==> src/hdl/trp_pkg.sv <==
`timescale 1ns / 1ps

package trp_pkg;

  // Default number of task entries in the statistics table.
  localparam int TASK_SLOTS_DEF = 64;

  localparam int STAT_W  = 32;
  localparam int INDEX_W = 8;

  typedef enum logic {
    ACT_RECORD = 1'b0,
    ACT_READ   = 1'b1
  } action_t;

  // One command transaction.
  typedef struct packed {
    action_t             action;
    logic [INDEX_W-1:0]  task_index;
    logic [STAT_W-1:0]   run_ticks;
  } cmd_t;

  // One result transaction.
  typedef struct packed {
    logic                accepted;
    logic [STAT_W-1:0]   switch_count;
    logic [STAT_W-1:0]   runtime_sum;
    logic [STAT_W-1:0]   runtime_max;
    logic [STAT_W-1:0]   runtime_min;
    logic [STAT_W-1:0]   runtime_mean;
  } rsp_t;

  // One row of the statistics table.
  typedef struct packed {
    logic [STAT_W-1:0] switches;
    logic [STAT_W-1:0] total;
    logic [STAT_W-1:0] longest;
    logic [STAT_W-1:0] shortest;
    logic [STAT_W-1:0] mean;
  } row_t;

  typedef enum logic [2:0] {
    ST_IDLE,
    ST_LOOK,
    ST_CALC,
    ST_DIV,
    ST_DONE
  } state_t;

endpackage

==> src/hdl/trp_divider.sv <==
`timescale 1ns / 1ps

module trp_divider (
  input  logic                         clk,
  input  logic                         rst,
  input  logic                         start,
  input  logic [trp_pkg::STAT_W-1:0]   dividend,
  input  logic [trp_pkg::STAT_W-1:0]   divisor,
  output logic                         done,
  output logic [trp_pkg::STAT_W-1:0]   quotient
);

  localparam int W     = trp_pkg::STAT_W;
  localparam int CNT_W = $clog2(W);

  logic             running;
  logic [CNT_W-1:0] step;
  logic [W-1:0]     rem;
  logic [W-1:0]     quo;
  logic [W-1:0]     dvs;
  logic [W:0]       trial;

  // Restoring division, one quotient bit per cycle, MSB first.
  assign trial = {rem, quo[W-1]} - {1'b0, dvs};

  always_ff @(posedge clk) begin
    if (rst) begin
      running <= 1'b0;
      done    <= 1'b0;
      step    <= '0;
    end else begin
      done <= 1'b0;
      if (start) begin
        running <= 1'b1;
        step    <= '0;
      end else if (running) begin
        step <= step + CNT_W'(1);
        if (step == CNT_W'(W - 1)) begin
          running <= 1'b0;
          done    <= 1'b1;
        end
      end
    end
  end

  always_ff @(posedge clk) begin
    if (start) begin
      rem <= '0;
      quo <= dividend;
      dvs <= divisor;
    end else if (running) begin
      if (!trial[W]) begin
        rem <= trial[W-1:0];
        quo <= {quo[W-2:0], 1'b1};
      end else begin
        rem <= {rem[W-2:0], quo[W-1]};
        quo <= {quo[W-2:0], 1'b0};
      end
    end
  end

  assign quotient = quo;

endmodule

==> config.mk <==
export PLATFORM = sky130hd
export DESIGN_NAME = trp_divider
export DESIGN_NICKNAME = d
export VERILOG_FILES = /design/src/hdl/trp_pkg.sv /design/src/hdl/trp_divider.sv
export SDC_FILE = /design/constraint.sdc
export NUM_CORES = 1
export LEC_CHECK = 0
export BUFFER_PORTS_ARGS = -buffer_cell sky130_fd_sc_hd__clkbuf_2
export CAP_MARGIN = 30
export CORE_ASPECT_RATIO = 2
export CORE_UTILIZATION = 40
export DETAILED_ROUTE_END_ITERATION = 7
export PLACE_DENSITY = 0.64
export SYNTH_ARGS = -nofsm -noshare
export SYNTH_HDL_FRONTEND = slang
export SYNTH_SLANG_ARGS = --single-unit
==> constraint.sdc <==
create_clock -name clk -period 2.4 [get_ports clk]
set_input_delay 0.12 -clock clk [delete_from_list [all_inputs] [get_ports clk]]
set_output_delay 0.12 -clock clk [all_outputs]
set_load 0.005 [all_outputs]
==> results of run 1 <==
-- cells by family after synthesis --
kind of cell | after synthesis | share of synthesized area [%]
compound gates | 147 | 17.1
xor+xnor | 32 | 5.17
flops | 103 | 45.6
simple gates | 170 | 13.6
fa+ha+maj | 35 | 7.52
mux | 33 | 6.23
buf+inv | 70 | 4.79
-- final cells by class --
cell class              count  area (um^2)
fillers                  1185         5840
clock inverters             2         10.0
well taps                 192          240
repair buffers            263         1910
flip-flops and latches    103         2700
multi-input cells         417         3270
inverters                  43          161
clock buffers              14          295
-- per-stage QoR --
step	setup TNS, ps	util [%]
after floorplan	-5040	-
after global placement	-9980	52.7
after detailed placement	-12810	52.8
after CTS	-10100	58.5
after global routing	-13440	59.5
final	-10890	59.5
-- sequential cells by signal (all words and copies together) (netlist names) --
register  count
done          1
quotient     32
running       1
rem          32
step          5
dvs          32
-- path summary, 6_finish.rpt --
kind,cells past startpoint,endpoint,from
min,2,step[0],rst
max reg2reg,11,rem[20],dvs[29]
max,11,rem[20],dvs[29]
min reg2reg,2,rem[2],rem[1]
-- cell usage in the layout (no fill, tap or decap), types with 27 or more instances in the layout --
cell type      netlist  routed
dfxtp_1             39      39
mux2_2              31      31
inv_1               43      38
dlygate4sd3_1        0      32
nand2_1             64      59
clkbuf_2             0      98
a21oi_1             34      33
buf_4                0     117
edfxtp_1            64      64
ha_1                34      27
nor2_1              34      34
-- metal layers --
metal | vias to the layer above | global-route usage, %
met5 | - | 0
met4 | 0 | 12.4
met3 | 41 | 3.18
met2 | 161 | 42.2
met1 | 2532 | 22.8
li1 | 2656 | -
-- where the power goes --
group | switching, mW | internal (mW) | total, mW
Sequential | 0.0677 | 2.03 | 2.10
Combinational | 0.577 | 0.584 | 1.16
Clock | 0.645 | 0.850 | 1.49
Total | 1.29 | 3.47 | 4.76
-- critical path: stages (launching register included) --
cell and delay, ps:
edfxtp_1 350, inv_2 50, ha_4 260, nand4_1 170
or3_4 390, or3_4 390, o211ai_4 320, xor2_4 190
buf_12 150, buf_8 130, nand2_1 50, a311oi_1 260
-- repair_timing --
action | CTS | global route
pin swaps | 12 | 12
buffers inserted | 6 | 2
hold endpoints to repair | 32 | 0
gates resized for setup | 32 | 32
hold buffers | 32 | 0
setup endpoints to repair | 33 | 33
==> out/qor.yml, run 1 <==
synth_flop_cell: "edfxtp_1"
cts-root-buf: "clkbuf_16"
status: "finished with violations"
fin_ws_ps: -403
port_buffers: 99
final_nets: 939
synth_area_mm2: 0.00593
cts_max_level: 3
core-area_mm2: 0.0144
wl_met3_um: 631
synthTopCellsByArea: "edfxtp_1, dfxtp_1, ha_1"
period_minus_slack_ps: 2800
clockBufferDepth: 2
drt_iter0_markers: 290
hpwl_um: 12200
cp.required_ps: 2650
route.vias.total: 5390
clk_latency_ps: 350
finClkSkew_ps: 11.2
finalMaxSlewViolations: 0
synth_cell_types: 63
async_reset_ff_share_pct: 0
yosysSeqAreaShare_pct: 45.6
clk_pin_slew_ps: 70
tightest_slew_ps: 709
synth.top_cell.area_share_pct: 32.4
layout-drive-gt1-share_pct: 40.4
die_w_um: 88.1
highest_layer: "met4"
ant_nets: 0
ir_worst_vdd_mv: 0.438
grtUsageTotal_pct: 22.5
grt-ovfl-total: 0
syn_inst: 590
die_area_mm2: 0.0153
violations: "negative setup slack"
place_inst: 979
gp_congestion: 0.891
synthTopCellsByCount: "edfxtp_1, nand2_1, inv_1"
path_class: "flop to flop"
clock-sinks: 103
worst_setup_path_start_kind: "flop"
antenna_cells: 0
finalCritPeriodShare_pct: 117
p_per_area_mw_per_mm2: 554
start_util_pct: 41.1
grt_pass1_vias: 5771
leakagePower_nw: 3.83
fin_hold_ws_ps: 33.0
finalPower_mw: 4.76
syn_to_final_growth_pct: 44.9
avgSynthCellArea_um2: 10.0
grt_max_degree: 47
dieHeight_um: 174
yosys_warnings: 0
synthesis.nets: 692
grt_first_pass_wirelength_um: 26500
arrival_ps: 3060
wl_met2_um: 9150
first_pass_iters: 4
cts_tree: "built"
fin_area_mm2: 0.00858
max-cap-violations: 0
cts_made_buffers: 9
wirelength_um: 16200
routed_via_density: 5.21
max_slew_margin_pct: 52.6
hold_viol: 0
synth-edff-count: 64
antenna_found_initial: 0
setup_violations: 33
rows: 62
met1_length_um: 5870
drcViolationCount: 0
cp-end-kind: "flop"
yosys.area.top_type: "edfxtp_1"
r2r_setup_slack_ps: -400
routedWlPerCell_um: 15.7
top_level_ports: 100
pre_cts_slack_ps: -494
rsz0062_at_grt: "yes"
dpl-instance-area_mm2: 0.00762
crit_fanout: 7
clock.fmax_mhz: 357
worstHoldPathType: "input pin to flop"
synth-seq-cells: 103
finalNonFillerCells: 1034
Power figures use the tool's default switching activity.
==> inputs of run 2 (changes only) <==
Settings changed: CORE_ASPECT_RATIO 2 to 0.8, REMOVE_ABC_BUFFERS from default to 1.
==> run 2 against run 1 <==
The flow finishes with violations (design-rule violations, negative setup slack). Via count up 1.6%. Maximum frequency down 0.27%. Global-route usage down 0.72 points. Register-to-register slack about the same. Clock skew up 2.0 ps. Die area down 0.17%. Cell count down 0.19%. Setup slack worse by 7.6 ps. Flip-flop and latch count unchanged. First-iteration DRC count up 35%. Critical path type unchanged. Critical endpoint is now rem[19].
==> out/qor.yml, run 2 (synthesis gave the netlist of run 1 again) <==
status: "finished with violations"
violations: "design-rule violations, negative setup slack"
rsz0062_at_grt: "yes"
arrival_ps: 3090
first_pass_iters: 7
p_per_area_mw_per_mm2: 564
ir_worst_vdd_mv: 0.433
crit_fanout: 6
clock-sinks: 103
drt_iter0_markers: 391
port_buffers: 99
grt_use_met2_pct: 36.8
die_w_um: 138
met1_usage_pct: 26.8
layout_commonest_cell: "buf_4"
drcViolationCount: 4
clk_latency_ps: 370
fin_area_mm2: 0.00866
cts_max_level: 3
grt-ovfl-total: 0
fin_util_pct: 60.2
cts_tree: "built"
r2r_start: "dvs[31]"
antenna_found_initial: 0
routedWlPerCell_um: 15.8
mostFrequentLayoutCells: "buf_4, clkbuf_2, edfxtp_1, nand2_1, inv_1"
hpwl_um: 11600
dpl-instance-area_mm2: 0.00750
dieHeight_um: 111
tns_ps: -10120
gp_congestion: 0.866
tightest_slew_ps: 509
finalMaxSlewViolations: 0
finalCritPeriodShare_pct: 117
max_slew_margin_pct: 66.0
cp-end-kind: "flop"
grtUsageTotal_pct: 21.8
grtUsageMet3_pct: 5.87
path_class: "flop to flop"
setup_violations: 33
final_nets: 945
nFillCells: 1215
antenna_cells: 0
wirelength_um: 16300
die_area_mm2: 0.0153
leakagePower_nw: 3.87
route.vias.total: 5474
r2r_setup_slack_ps: -410
period_minus_slack_ps: 2810
ant_nets: 0
top_level_ports: 100
max-cap-violations: 0
rr_endpoint: "rem[19]"
start_util_pct: 41.2
cp.required_ps: 2680
clk_pin_slew_ps: 80
finClkSkew_ps: 13.2
syn_to_final_growth_pct: 46.1
reg2reg_depth: 10
clock.fmax_mhz: 356
core-area_mm2: 0.0144
cts_made_buffers: 9
rows: 39
fin_ws_ps: -410
cts-root-buf: "clkbuf_16"
crit_end: "rem[19]"
clockBufferDepth: 2
grt_max_degree: 46
grt_pass1_vias: 5571
crit_start: "dvs[31]"
grt_first_pass_wirelength_um: 26500
routed_via_density: 5.30
busiest_layer: "met2"
worst_setup_path_start_kind: "flop"
worstHoldPathType: "input pin to flop"
hold_viol: 0
layout-drive-gt1-share_pct: 42.0
-- run 2: where the power goes --
| part | switching [mW] | leakage, nW | total (mW) | internal (mW) |
|---|---|---|---|---|
| registers | 0.0732 | 0.954 | 2.10 | 2.03 |
| clock network | 0.759 | 0.157 | 1.60 | 0.843 |
| logic | 0.589 | 2.76 | 1.18 | 0.588 |
| total | 1.42 | 3.87 | 4.88 | 3.46 |
-- run 2: layer usage --
metal  routed length (um)  up-vias
li1                     -     2679
met1                 7440     2592
met2                 7730      182
met3                  947       21
met4                  231        0
met5                    0        -
-- run 2: worst max-delay path: stages, from the launching register on --
cell and delay [ps]:
edfxtp_1 340, inv_2 40, ha_4 260, nand4_1 130, or3_4 370, or3_4 390
o211ai_4 330, xor2_4 310, buf_6 170, o311ai_1 90, a311oi_1 280
-- run 2: per-stage QoR --
step	power [mW]	hold WS, ps	instances	worst slack [ps]
after floorplan	2.66	188	563	-643
after global placement	3.14	299	972	-368
after detailed placement	3.17	299	972	-486
after CTS	4.86	2.18	1026	-362
after global routing	5.11	26.0	1032	-558
final	4.88	13.3	1032	-410
-- run 2: final cells by class --
cell class / instances / area [um^2] / area share (%)
inverters: 43 / 161 / 1.86
multi-input cells: 417 / 3320 / 38.3
repair buffers: 269 / 1920 / 22.2
flip-flops and latches: 103 / 2700 / 31.2
clock inverters: 7 / 95.1 / 1.10
well taps: 184 / 230 / 2.66
clock buffers: 9 / 225 / 2.60
-- run 2: worst min-delay path by stage --
stage          slack [ps]  endpoint  cells past startpoint        start
2_1_floorplan         190   rem[12]                      1        start
3_3_place_gp          300    dvs[9]                      1   divisor[9]
3_5_place_dp          300   dvs[24]                      1  divisor[24]
4_1_cts                 2   running                      2          rst
5_1_grt                30   running                      2          rst
6_report               10   running                      2          rst
-- run 2: repair_timing --
item / in CTS / in global routing
gates cloned: 3 / 1
buffers inserted: 3 / 8
pin swaps: 28 / 17
hold buffers: 32 / 0
endpoints found under the setup margin: 33 / 33
hold endpoints to repair: 32 / 0
gates resized for setup: 45 / 44
==> inputs of run 3 (changes only) <==
Settings changed: CAP_MARGIN 30 to default, CORE_UTILIZATION 40 to 51, PLACE_DENSITY 0.64 to 0.78, TNS_END_PERCENT from default to 5.
==> run 3 against run 2 <==
Global-route usage grew 7.0 points. Count of clock-buffer cells in the layout stayed put. Die area shrank 21%. Largest cell class unchanged. The flow finishes with violations (negative setup slack). Wire length is 1.6% higher. Clock skew is 4.6 ps lower. Cell count shrank 4.8%. Largest power group unchanged. Utilization rose by 15 points. Setup slack improved by 53 ps. Hold slack better by 9.2 ps. Non-clock buffer count is 10 lower.
==> out/qor.yml, run 3 (synthesis gave the netlist of run 1 again) <==
finalCritPeriodShare_pct: 115
finalNonFillerCells: 982
setup_violations: 33
drcViolationCount: 0
routedWlPerCell_um: 16.9
period_minus_slack_ps: 2760
grt-ovfl-total: 0
final_nets: 935
r2r_setup_slack_ps: -360
layout_commonest_cell: "buf_4"
place_inst: 932
crit_end: "rem[19]"
core-area_mm2: 0.0111
cts_made_buffers: 9
clk_pin_slew_ps: 80
clockBufferDepth: 2
finalMaxSlewViolations: 0
path_class: "flop to flop"
cts_max_level: 3
worst_setup_path_start_kind: "flop"
drt_iter0_markers: 521
cts-root-buf: "clkbuf_16"
port_buffers: 99
rows: 34
antenna_found_initial: 0
rsz0062_at_grt: "yes"
crit_start: "dvs[0]"
top_level_ports: 100
ant_nets: 0
hpwl_um: 11500
mostFrequentLayoutCells: "buf_4, clkbuf_2, edfxtp_1, nand2_1, inv_1"
min_delay_path_depth: 2
routed_via_density: 5.63
die_area_mm2: 0.0121
leakagePower_nw: 3.74
p_per_area_mw_per_mm2: 583
cp-end-kind: "flop"
die_w_um: 123
grt_first_pass_wirelength_um: 26900
max-cap-violations: 0
hold_viol: 0
tightest_slew_ps: 598
layout-drive-gt1-share_pct: 37.1
cts_tree: "built"
dieHeight_um: 98.4
status: "finished with violations"
r2r_start: "dvs[0]"
clock-sinks: 103
rr_endpoint: "rem[19]"
wirelength_um: 16600
grtUsageTotal_pct: 28.7
finClkSkew_ps: 8.61
start_util_pct: 53.4
first_pass_iters: 5
clock.fmax_mhz: 363
reg2reg_depth: 11
clk_latency_ps: 360
grt_pass1_vias: 5542
fin_util_pct: 74.7
worstHoldPathType: "input pin to flop"
syn_to_final_growth_pct: 39.9
fin_ws_ps: -358
antenna_cells: 0
crit_fanout: 8
arrival_ps: 3020
nFillCells: 755
cp.required_ps: 2660
route.vias.total: 5525
gp_congestion: 0.877
ir_worst_vdd_mv: 0.503
violations: "negative setup slack"
grt_max_degree: 47
max_slew_margin_pct: 60.1
[run 3: cell count changes in the layout (fill, tap and decap cells not counted), sizes merged]
cell	delta
inv	-1
clkinv	+1
buf	-10
[run 3: worst min-delay path by stage]
stage                      from  endpoint  slack, ps
floorplan                 start   rem[12]        190
detailed placement  divisor[23]   dvs[23]        300
global placement    divisor[23]   dvs[23]        300
finish                      rst   step[3]         20
global route                rst   step[1]         50
CTS                         rst   step[3]         20
[run 3: final cells by class]
class	count	area, um^2	share of cell area [%]
Clock inverter	7	97.6	1.18
Multi-Input combinational cell	417	3110	37.5
Tap cell	144	180	2.17
Inverter	43	161	1.95
Clock buffer	9	225	2.72
Sequential cell	103	2700	32.6
Timing Repair Buffer	259	1820	21.9
[run 3: per-layer routing]
metal	routed length (um)	GRT usage [%]	part of all wire [%]
met1	7190	37.3	43
met2	7780	47.2	47
met3	1260	6.66	7.6
met4	370	9.19	2.2
met5	0	0	0
[run 3: what timing repair did]
action / CTS / global route
gates resized for setup: 26 / 11
endpoints found under the hold margin: 32 / 0
endpoints found under the setup margin: 33 / 33
pin swaps: 15 / 5
buffers inserted: 2 / 0
hold buffers: 32 / 0
[run 3: report_power, final]
part	internal [mW]	total [mW]	switching (mW)	leakage, nW
Clock	0.841	1.59	0.746	0.157
Sequential	2.03	2.11	0.0797	0.954
Combinational	0.564	1.13	0.569	2.63
[run 3: worst max-delay path, stage by stage (launching register included)]
cell	delay (ps)
edfxtp_1	400
ha_2	210
fa_2	340
nand2b_4	160
a21oi_4	140
o21a_1	200
o21ai_2	110
o211ai_4	290
xor2_4	250
buf_6	180
o311ai_4	100
a311oi_1	280
[run 3: per-stage QoR]
stage	hold WS, ps	worst slack (ps)	TNS [ps]	cell area, um^2	power, mW
5_1_grt	46.7	-477	-12290	8290	5.03
3_5_place_dp	299	-491	-13060	7450	3.17
2_1_floorplan	188	-643	-26810	5800	2.66
3_3_place_gp	297	-374	-9860	7450	3.13
6_report	22.5	-358	-8240	8290	4.83
4_1_cts	20.7	-310	-7330	8230	4.81
